**config.mk**
```make
export PLATFORM = sky130hd
export DESIGN_NAME = lsia_cell
export DESIGN_NICKNAME = d
export VERILOG_FILES = /design/src/hw/rtl/lifo_stack_with_indexed_access_unit_defines.svh /design/src/hw/rtl/lsia_pkg.sv /design/src/hw/rtl/lsia_cell.sv
export SDC_FILE = /design/constraint.sdc
export NUM_CORES = 1
export LEC_CHECK = 0
export BUFFER_PORTS_ARGS = -buffer_cell sky130_fd_sc_hd__clkbuf_2
export CORE_ASPECT_RATIO = 0.5
export CORE_MARGIN = 10
export CORE_UTILIZATION = 30
export CTS_BUF_LIST = sky130_fd_sc_hd__clkbuf_16
export DETAILED_ROUTE_END_ITERATION = 8
export PLACE_DENSITY = 0.63
export SLEW_MARGIN = 10
export SYNTH_ARGS = -nofsm -noshare
export SYNTH_HDL_FRONTEND = slang
export SYNTH_SLANG_ARGS = --single-unit
```
**constraint.sdc**
```tcl
create_clock -name clk_i -period 1.9 [get_ports clk_i]
set_input_delay 0.285 -clock clk_i [delete_from_list [all_inputs] [get_ports clk_i]]
set_output_delay 0.285 -clock clk_i [all_outputs]
set_load 0.02 [all_outputs]
```
**src/hw/rtl/lifo_stack_with_indexed_access_unit_defines.svh**
```systemverilog
// Assertion macros for the stack RTL.
// Needs clk_i in the scope of each use, and rst_ni for LSIA_ASSERT; no other dependencies.
`ifndef LIFO_STACK_WITH_INDEXED_ACCESS_UNIT_DEFINES_SVH
`define LIFO_STACK_WITH_INDEXED_ACCESS_UNIT_DEFINES_SVH
`ifndef SYNTHESIS
// Check a property on every clock edge outside reset
`define LSIA_ASSERT(lbl, prop) \
  lbl: assert property (@(posedge clk_i) disable iff (!rst_ni) (prop)) \
    else $error("lsia: assertion failed");
// Check a property on every clock edge, reset included
`define LSIA_ASSERT_ALWAYS(lbl, prop) \
  lbl: assert property (@(posedge clk_i) (prop)) \
    else $error("lsia: assertion failed");
`else
`define LSIA_ASSERT(lbl, prop)
`define LSIA_ASSERT_ALWAYS(lbl, prop)
`endif
`endif

```
**src/hw/rtl/lsia_pkg.sv**
```systemverilog
// Types and codes for the LIFO stack with indexed access.
// No dependencies; used by lsia_cell and the top level.
package lsia_pkg;

  localparam int unsigned WORD_W = 32;
  localparam int unsigned POS_W  = 7;
  localparam int unsigned FILL_W = 7;

  typedef enum logic [1:0] {
    ACT_PUSH   = 2'd0,
    ACT_POP    = 2'd1,
    ACT_PEEK   = 2'd2,
    ACT_CHANGE = 2'd3
  } act_e;

  typedef enum logic [1:0] {
    ST_OK        = 2'd0,
    ST_UNDERFLOW = 2'd1,
    ST_BADPOS    = 2'd2,
    ST_FULL      = 2'd3
  } status_e;

  // Broadcast control from the sequencer to every cell
  typedef struct packed {
    logic              push;   // shift the stack down, value enters the top cell
    logic              pop;    // shift the stack up
    logic              load;   // copy stored words into the read lane
    logic              shift;  // advance read lane up and token down
    logic              start;  // launch the token at the top cell
    logic              wr;     // cell holding the token takes val
    logic [WORD_W-1:0] val;
  } cell_ctrl_t;

endpackage

```
**src/hw/rtl/lsia_cell.sv**
```systemverilog
// One stack cell: a stored word, a read-lane stage and a token stage.
// Depends on lsia_pkg; instantiated in a chain by the top level.
module lsia_cell
  import lsia_pkg::*;
(
  input  logic              clk_i,
  input  logic              rst_ni,
  input  cell_ctrl_t        ctrl_i,
  input  logic [WORD_W-1:0] up_data_i,   // word of the cell above
  input  logic [WORD_W-1:0] dn_data_i,   // word of the cell below
  input  logic [WORD_W-1:0] lane_dn_i,   // read lane of the cell below
  input  logic              tok_up_i,    // token of the cell above
  output logic [WORD_W-1:0] data_o,
  output logic [WORD_W-1:0] lane_o,
  output logic              tok_o
);

  logic [WORD_W-1:0] data_q, data_d;
  logic [WORD_W-1:0] lane_q, lane_d;
  logic              tok_q, tok_d;

  // Select the next stored word
  always_comb begin
    data_d = data_q;
    if (ctrl_i.push) begin
      data_d = up_data_i;
    end else if (ctrl_i.pop) begin
      data_d = dn_data_i;
    end else if (ctrl_i.wr && tok_q) begin
      data_d = ctrl_i.val;
    end
  end

  // Load or advance the read lane toward the top
  always_comb begin
    lane_d = lane_q;
    if (ctrl_i.load) begin
      lane_d = data_q;
    end else if (ctrl_i.shift) begin
      lane_d = lane_dn_i;
    end
  end

  // Pass the token one cell down per step
  assign tok_d = (ctrl_i.start || ctrl_i.shift) ? tok_up_i : tok_q;

  always_ff @(posedge clk_i) begin
    data_q <= data_d;
    lane_q <= lane_d;
  end

  always_ff @(posedge clk_i or negedge rst_ni) begin
    if (!rst_ni) begin
      tok_q <= 1'b0;
    end else begin
      tok_q <= tok_d;
    end
  end

  assign data_o = data_q;
  assign lane_o = lane_q;
  assign tok_o  = tok_q;

endmodule

```
## Yosys cells after proc, flatten, opt, wreduce, memory -nomap -nowiden

Cells that the tools add are included.
W data, S select, Z words.

| word-level totals | value |
|---|---|
| register bits after elaboration | 65 |
| input bits | 137 |
| output and inout port bits | 65 |
| word-level logic and storage cells | 12 |

| cells by class | value |
|---|---|
| multiplexer cells | 5 |
| reductions and logical operators | 4 |

Operator list:

| kind | number |
|---|---|
| $mux W32 | 5 |
| $reduce_bool A3 Y1 | 1 |
| $reduce_bool A2 Y1 | 1 |
| $logic_and A1 B1 Y1 | 1 |
| $logic_or A1 B1 Y1 | 1 |

## Logic depth before layout (Yosys ltp)

Gate-level depths: netlist of run 1.

| depth | value |
|---|---|
| word-level depth | 4 |
| gate-level depth with buffers | 4 |
| gate-level depth less buffers | 2 |

## Least setup slack after synthesis of run 1

OpenSTA, ideal clock, no wires.

| timing | value |
|---|---|
| path type | input port to flip-flop |
| start point | in ctrl_i[35] in the netlist's numbering |
| end point | reg lane_q[0], in the netlist lane_o[0], enable pin |
| library setup time | 0.390 ns |
| data arrival time | 1.307 ns |
| data required time | 1.510 ns |
| path slack | 0.202 ns |
| stages | 3 |
| buffers on the path | 2 |
| cells stage by stage | buf_6 -> buf_12 -> or2_1 |

| on the way | value |
|---|---|
| word-level cells in the longest chain between the ends | 1 |

RTL lines:

| item | line | source |
|---|---|---|
| from (decl) | lsia_cell.sv:8 | `input cell_ctrl_t ctrl_i,` |
| $reduce_bool A2 Y1 (no line) | n/a |  |
| to (signal assigned) | lsia_cell.sv:49 | `lane_q <= lane_d;` |
| to (decl) | lsia_cell.sv:19 | `logic [WORD_W-1:0] lane_q, lane_d;` |

Every way passes these cells.
A chain may end at the register's enable or synchronous reset.

## Worst setup path in the final report of run 1

| timing | value |
|---|---|
| start point | reg data_q[12], in the netlist data_o[12] |
| end point | out data_o[12] |

RTL lines:

| item | line | source |
|---|---|---|
| from (decl) | lsia_cell.sv:18 | `logic [WORD_W-1:0] data_q, data_d;` |
| from (signal assigned) | lsia_cell.sv:48 | `data_q <= data_d;` |
| to (decl) | lsia_cell.sv:13 | `output logic [WORD_W-1:0] data_o,` |

No word-level cell between the ends.

==> out/qor.yml, run 1 <==
outcome:
  status: "complete, no violations"
worst_setup_path:
  crit-reg2reg-launch: "tok_o"
  r2r-end: "data_o[13]"
  crit_chain: "clkbuf_2"
  arrival_ns: 0.92
  worstSetupPathType: "reg2out"
  cp_slowest_cell: "edfxtp_1"
  critPathTopFamily: "flip-flops"
  reg2regPathDepth: 2
  worst-path-stages: 1
  start_kind: "register"
  rrSetupSlack_ns: 0.75
  crit_fanout: 2
  path_buf_inv: 1
  endpoint_kind: "output pin"
  worstPathRequired_ns: 1.62
  cpPeakStageDelay_ns: 0.41
yosys:
  yosysWarnings: 0
  synth.top_cells.by_area: "edfxtp_1 (60%), mux2_4 (14%), mux2i_1 (9.9%), o21ai_1 (4.5%), buf_12 (3.7%)"
  syn-num-nets: 349
  syn_inst: 212
  avgSynthCellArea_um2: 15.2
  synth_cell_types: 15
  yosysTopAreaCell: "edfxtp_1"
  ys_seq_elements: 65
  synth_top_area_frac: 0.596
  syn_area_um2: 3220
  ys_seq_area_frac: 0.604
timing:
  fin_worst_skew_ns: 0.00440
  grt_setup_unrepaired: "no"
  period_share: 0.634
  fin_tns_setup_ns: 0
  relSlewSlack: 0.720
  hold_violations: 0
  period_needed_ns: 1.20
  max_slew.worst_pin.slew_ns: 0.421
  maxSlewViolCount: 0
  setup_violations: 0
  fmax_ghz: 0.831
grt:
  antenna_found_initial: 0
  overflow: 0
  grt_pass1_vias: 2598
  grt_max_degree: 65
  grtUsageTotal: 0.119
  grt_first_pass_wirelength_mm: 14.7
floorplanning:
  die_y_um: 93.3
  start_util: 0.312
  dieWidth_um: 167
  num_io_pins: 202
  die_area_um2: 15500
  core.rowCount: 26
  coreArea_um2: 10300
clock_network:
  cts_tree: "done"
  cts-buffers-inserted: 9
  cts_max_level: 3
  cts_sinks: 65
  root_buffer: "clkbuf_16"
  path_clk_slew_ns: 0.05
  clock_latency_ns: 0.32
  cts_buffer_depth: 2
  cts.repair.resized: 0
cells_and_area:
  fin_nets: 555
  drive_above_1_share: 0.602
  fin_cells: 562
  multi_input_area_um2: 1100
  syn2layout_area_growth_pct: 42.4
  fill_cells: 1018
  insertedDiodeCount: 0
  final-seq-area_um2: 1950
routing:
  routed_wl_mm: 9.65
  ant_nets: 0
  avgViaCountPerCell: 4.15
  drtIter0Drc: 101
  detail_route.wl_per_cell_um: 17.2
  first_pass_iters: 4
  post-route-drc-count: 0
  vias: 2331
pwr:
  p_per_area_nw_per_um2: 874
  leakage_nw: 2.26
  vdd_drop_max_mv: 0.484
hold_path:
  hold_class: "in2reg"
  min_path_cells: 2
  min_to: "tok_o"
  hold_start: "tok_up_i"
place:
  gp_congestion: 0.806
  hpwl_mm: 8.22
  placedCellCount: 546
  port_buffers: 201
run:
  maxCapViolCount: 0
[synth_stat cells (all sizes together)]
cell	instances
a211o	1
buf	14
clkbuf	1
dfrtp	1
edfxtp	64
mux2	33
mux2i	32
nand2	32
nor2	1
o21ai	32
or2	1
[final cells by class]
cell class / instances / share of cell area
clock buffer: 9 / 0.0491
timing repair buffer: 210 / 0.243
tap: 140 / 0.0382
clock inverter: 6 / 0.00627
sequential: 65 / 0.424
multi-input combinational: 132 / 0.240
[cells by family after synthesis]
| kind of cell | synth area share |
|---|---|
| compound gates | 0.0524 |
| buf+inv | 0.0547 |
| flops | 0.604 |
| mux | 0.248 |
| simple gates | 0.0404 |
[layout by cell type, fill, tap and decap left out]
master / n
mux2_2: 4
dlygate4sd3_1: 1
mux2_4: 29
buf_12: 3
or2_1: 1
clkbuf_2: 201
o21ai_1: 29
o21ai_0: 3
dfrtp_1: 1
clkbuf_16: 9
edfxtp_1: 64
inv_1: 2
clkinvlp_4: 1
a211o_1: 1
nor2_1: 1
buf_4: 5
clkinv_2: 2
nand2_1: 32
clkinv_1: 1
mux2i_1: 32
[flip-flops by register name, indices dropped and copies added (netlist names)]
signal and cells:
lane_o 32, data_o 32, tok_o 1
[per-stage QoR]
| step | power, mW | instance area, µm² | setup slack [ns] | hold WS (ns) | utilization |
|---|---|---|---|---|---|
| 6_report | 4.01 | 4590 | 0.696 | 0.205 | 0.444 |
| 5_1_grt | 4.21 | 4590 | 0.656 | 0.210 | 0.444 |
| 4_1_cts | 4.08 | 4590 | 0.677 | 0.193 | 0.444 |
| 3_5_place_dp | 2.67 | 4330 | 0.408 | 0.0627 | 0.418 |
| 3_3_place_gp | 2.65 | 4330 | 0.451 | 0.0605 | 0.418 |
| 2_1_floorplan | 2.32 | 3220 | 0.202 | -0.0106 | - |
[where the power goes]
part	switching [mW]	total (mW)	internal, mW
Clock	0.539	1.39	0.854
Combinational	0.437	0.799	0.362
Sequential	0.0593	1.82	1.76
[metal layers]
layer | vias up | share of wire | GRT usage
met5 | - | 0 | 0
met4 | 0 | 0.015 | 0.0407
met3 | 10 | 0.055 | 0.0397
met2 | 71 | 0.57 | 0.236
met1 | 1048 | 0.36 | 0.115
li1 | 1202 | - | -
[worst max path at each step]
stage	from	end	slack, ns
floorplan	ctrl_i[35]	lane_o[0]	0.20
global placement	ctrl_i[35]	lane_o[3]	0.45
detailed placement	ctrl_i[35]	lane_o[26]	0.41
CTS	data_o[12]	data_o[12]	0.68
global route	data_o[12]	data_o[12]	0.66
finish	data_o[12]	data_o[12]	0.70
[repair_timing]
action,in CTS,in global routing
hold endpoints to repair,1,0
setup buffers,0,0
hold buffers,1,0
(Power assumes the default switching activity.)
==> inputs of run 2 (changes only) <==
ABC_AREA = 1   (was not set)
PLACE_DENSITY = 0.64   (was 0.63)
clock period = 1.1 ns   (was 1.9 ns; I/O delays follow)
==> out/qor.yml, run 2 <==
place:
  gp_congestion: 0.828
  port_buffers: 201
  hpwl_mm: 9.59
  dpl_cell_area_um2: 4600
worst_setup_path:
  endpoint_kind: "output pin"
  start_kind: "register"
  cpPeakStageDelay_ns: 0.44
  worstPathRequired_ns: 0.94
  path_buf_inv: 1
  arrival_ns: 0.93
  worstSetupPathType: "reg2out"
  critPathTopFamily: "flip-flops"
  cp_slowest_cell: "edfxtp_1"
  crit_fanout: 2
  crit_chain: "buf_6"
yosys:
  synth_top_area_frac: 0.565
  syn_inst: 416
  yosysWarnings: 0
  yosysTopAreaCell: "edfxtp_1"
  synth_cell_types: 13
  synthTopCellsByCount: "nand2_1 (227), edfxtp_1 (64), inv_1 (64), nand3_1 (33), buf_2 (8)"
  ys_seq_area_frac: 0.573
  syn_area_um2: 3400
  avgSynthCellArea_um2: 8.17
  synth_edf_count: 64
  synth.top_cells.by_area: "edfxtp_1 (57%), nand2_1 (25%), inv_1 (7.1%), nand3_1 (4.9%), buf_6 (2.3%)"
  ys_seq_elements: 65
  synth_async_sr_flop_share: 0.0154
  synth_top_flop_cell: "edfxtp_1"
  synth.most_common_cell: "nand2_1"
  syn-num-nets: 553
timing:
  period_needed_ns: 1.10
  fmax_ghz: 0.911
  maxSlewViolCount: 0
  fin_worst_skew_ns: 0.00563
  relSlewSlack: 0.620
  max_slew.worst_pin.slew_ns: 0.570
  fin_tns_setup_ns: 0
  fin_hold_ws_ns: 0.0778
  setup_violations: 0
  grt_setup_unrepaired: "yes"
  hold_violations: 0
  period_share: 0.997
routing:
  first_pass_iters: 4
  top_layer: "met4"
  routed_wl_mm: 12.1
  vias: 3218
  drtIter0Drc: 162
  post-route-drc-count: 0
  dr_wl_met2_mm: 6.86
  ant_nets: 0
  avgViaCountPerCell: 4.15
  wl_met3_um: 520
  m1WireLength_mm: 4.57
  detail_route.wl_per_cell_um: 15.6
pwr:
  vdd_drop_max_mv: 0.777
  p_int_mw: 5.59
  power_frac_comb: 0.196
  p_sw_frac: 0.264
  power_frac_clock: 0.389
  power_mw: 7.60
  leakage_nw: 2.88
  p_per_area_nw_per_um2: 1510
  netSwitchingPower_mw: 2.01
  seqPwrFrac: 0.415
clock_network:
  cts-buffers-inserted: 9
  cts_buffer_depth: 2
  cts_max_level: 3
  cts_sinks: 65
  path_clk_slew_ns: 0.05
  clock_latency_ns: 0.32
  cts_tree: "done"
  root_buffer: "clkbuf_16"
grt:
  antenna_found_initial: 0
  grt_first_pass_wirelength_mm: 17.8
  grt_pass1_vias: 3247
  grt_max_degree: 33
  grtUsageTotal: 0.144
  overflow: 0
floorplanning:
  die_area_um2: 16200
  die_y_um: 95.3
  num_io_pins: 202
  coreArea_um2: 11000
  dieWidth_um: 171
  start_util: 0.308
  core.rowCount: 27
cells_and_area:
  multi_input_area_um2: 1050
  fin_nets: 763
  mostFrequentLayoutCells: "nand2_1 (226), clkbuf_2 (185), inv_1 (67)"
  final_util: 0.456
  insertedDiodeCount: 0
  stdcell_area_um2: 5040
  final_common_cell: "nand2_1"
  final-seq-area_um2: 1950
  fill_cells: 1091
  syn2layout_area_growth_pct: 48.2
  drive_above_1_share: 0.376
hold_path:
  hold_class: "in2reg"
outcome:
  status: "complete, no violations"
run:
  maxCapViolCount: 0
[run 2: logic make-up after synthesis]
kind of cell           synth area share
DFF                               0.573
AOI/OAI and AO/OA               0.00147
and+or+nand+nor                   0.302
buffers and inverters             0.124
[run 2: metrics by stage]
| stage | setup WS, ns | instances |
|---|---|---|
| 4_1_cts | -0.0230 | 773 |
| 2_1_floorplan | -0.0591 | 416 |
| 6_report | 0.00288 | 776 |
| 3_3_place_gp | -0.00604 | 752 |
| 5_1_grt | -0.0211 | 776 |
| 3_5_place_dp | -0.0307 | 752 |
[run 2: power by group through the flow]
| stage | Combinational, mW | Clock, mW | Sequential [mW] |
|---|---|---|---|
| after floorplan | 0.459 | 0 | 3.50 |
| after global placement | 1.40 | 0 | 3.19 |
| after detailed placement | 1.42 | 0 | 3.20 |
| after CTS | 1.45 | 3.03 | 3.14 |
| after global routing | 1.64 | 3.14 | 3.17 |
| final | 1.49 | 2.96 | 3.15 |
[run 2: final timing paths]
check | to | depth (start not counted) | slack [ns] | from
max in group asynchronous | tok_o | 2 | 0.83 | rst_ni
worst max-delay path | data_o[9] | 1 | 0.003 | data_o[9]
worst min-delay path | tok_o | 3 | 0.08 | tok_up_i
worst max register to register | data_o[12] | 3 | 0.04 | tok_o
worst min register to register | tok_o | 2 | 0.54 | tok_o
min in group asynchronous | tok_o | 2 | 0.17 | rst_ni
[run 2: worst register-to-register path, cell delays in order, from the launching register on]
cell     delay, ns
dfrtp_2       0.39
nand2_2       0.08
nand3_4       0.11
buf_12        0.18
[run 2: final cells by class]
cell class,instances,share of cell area
Clock inverter,7,0.0156
Timing Repair Buffer,220,0.258
Inverter,67,0.0509
Multi-Input combinational cell,263,0.208
Clock buffer,9,0.0447
Sequential cell,65,0.387
Tap cell,145,0.0360
[run 2: what timing repair did]
item	in CTS	in global routing
hold endpoints to repair	1	0
setup endpoints to repair	7	16
setup buffers	4	3
resized for setup	1	37
hold buffers	1	0
[run 2: layer usage]
layer / up-vias / global-route usage
li1: 1687 / -
met1: 1429 / 0.151
met2: 87 / 0.282
met3: 15 / 0.0289
met4: 0 / 0.0515
met5: - / 0
==> inputs of run 3 (changes only) <==
CELL_PAD_IN_SITES_DETAIL_PLACEMENT = 2   (was not set)
CELL_PAD_IN_SITES_GLOBAL_PLACEMENT = 2   (was not set)
CORE_UTILIZATION = 20   (was 30)
PLACE_DENSITY = 0.78   (was 0.64)
==> out/qor.yml, run 3 (synthesis gave the netlist of run 2 again) <==
cells_and_area:
  drive_above_1_share: 0.381
  insertedDiodeCount: 0
  fin_nets: 768
  stdcell_area_um2: 5200
  final_common_cell: "nand2_1"
  syn2layout_area_growth_pct: 53.0
  fin_cells: 863
  mostFrequentLayoutCells: "nand2_1 (226), clkbuf_2 (178), inv_1 (66)"
worst_setup_path:
  reg2regPathDepth: 3
  arrival_ns: 0.93
  r2r-end: "data_o[29]"
  path_buf_inv: 1
  endpoint_kind: "output pin"
  worstSetupPathType: "reg2out"
  rrSetupSlack_ns: 0.02
  crit_chain: "buf_6"
  worstPathRequired_ns: 0.94
  cp_slowest_cell: "dfrtp_2"
  crit-reg2reg-launch: "tok_o"
  critPathTopFamily: "flip-flops"
  cpPeakStageDelay_ns: 0.45
  crit_fanout: 3
  start_kind: "register"
clock_network:
  cts_buffer_depth: 2
  root_buffer: "clkbuf_16"
  cts_sinks: 65
  clock_latency_ns: 0.33
  path_clk_slew_ns: 0.06
  cts_tree: "done"
  cts-buffers-inserted: 9
  cts_max_level: 3
floorplanning:
  die_y_um: 112
  coreArea_um2: 16500
  num_io_pins: 202
  core.rowCount: 33
  start_util: 0.206
  dieWidth_um: 204
  die_area_um2: 22900
grt:
  overflow: 0
  grt_first_pass_wirelength_mm: 23.5
  busiest_layer: "met2"
  antenna_found_initial: 0
  grtUsageTotal: 0.133
  grt_max_degree: 33
  met3_usage: 0.0241
  grt_pass1_vias: 4024
  gr-usage-met1: 0.133
  met2_usage: 0.271
place:
  placedCellCount: 835
  port_buffers: 201
  gp_congestion: 0.745
  dpl_cell_area_um2: 4720
  hpwl_mm: 12.5
run:
  maxCapViolCount: 0
timing:
  max_slew.worst_pin.slew_ns: 0.638
  hold_violations: 0
  period_share: 0.997
  period_needed_ns: 1.10
  fmax_ghz: 0.911
  maxSlewViolCount: 0
  fin_worst_skew_ns: 0.00504
  relSlewSlack: 0.574
  setup_violations: 0
  fin_hold_ws_ns: 0.107
  grt_setup_unrepaired: "yes"
hold_path:
  min_path_cells: 3
  min_to: "lane_o[14]"
  hold_class: "in2reg"
  hold_start: "lane_dn_i[14]"
routing:
  vias: 3466
  routed_wl_mm: 15.7
  first_pass_iters: 4
  detail_route.wl_per_cell_um: 18.2
  post-route-drc-count: 0
  drtIter0Drc: 105
  ant_nets: 0
  avgViaCountPerCell: 4.02
pwr:
  p_per_area_nw_per_um2: 1400
  power_mw: 7.30
  vdd_drop_max_mv: 0.705
  leakage_nw: 2.90
outcome:
  status: "complete, no violations"
-- run 3: per-layer routing --
layer,part of all wire,vias to the layer above
met2,0.58,62
met5,0,-
li1,-,1699
met3,0.029,17
met4,0.019,0
met1,0.37,1688
-- run 3: through the flow --
step	util	TNS [ns]	setup slack [ns]
4_1_cts	0.305	-0.0822	-0.0198
6_report	0.315	0	0.00283
5_1_grt	0.315	-0.521	-0.0359
3_3_place_gp	0.286	-2.05	-0.0533
3_5_place_dp	0.286	-4.39	-0.0833
2_1_floorplan	-	-1.89	-0.0591
-- run 3: area by class of cell --
type / instances / area [µm²]
flip-flops and latches: 65 / 1950
well taps: 227 / 284
inverters: 67 / 256
clock inverters: 7 / 31.3
fillers: 1968 / 11300
clock buffers: 9 / 225
multi-input cells: 263 / 1050
repair buffers: 225 / 1400
-- run 3: timing repair --
item                       in CTS  in global routing
hold endpoints to repair        1                  0
hold buffers                    1                  0
setup endpoints to repair      12                 26
resized for setup               7                 53
setup buffers                   4                  7
-- run 3: worst max-delay path by stage --
stage / startpoint / end / slack, ns / depth (start not counted)
floorplan: tok_o / data_o[0] / -0.06 / 2
global placement: ctrl_i[35] / lane_o[4] / -0.05 / 2
detailed placement: ctrl_i[35] / lane_o[10] / -0.08 / 4
CTS: data_o[24] / data_o[24] / -0.02 / 1
global route: data_o[20] / data_o[20] / -0.04 / 1
finish: tok_o / tok_o / 0.003 / 1
-- run 3: where the power goes --
| group | switching, mW | leakage [nW] | internal [mW] |
|---|---|---|---|
| registers | 0.127 | 0.677 | 3.03 |
| logic | 0.949 | 2.09 | 0.674 |
| clock network | 1.04 | 0.130 | 1.48 |
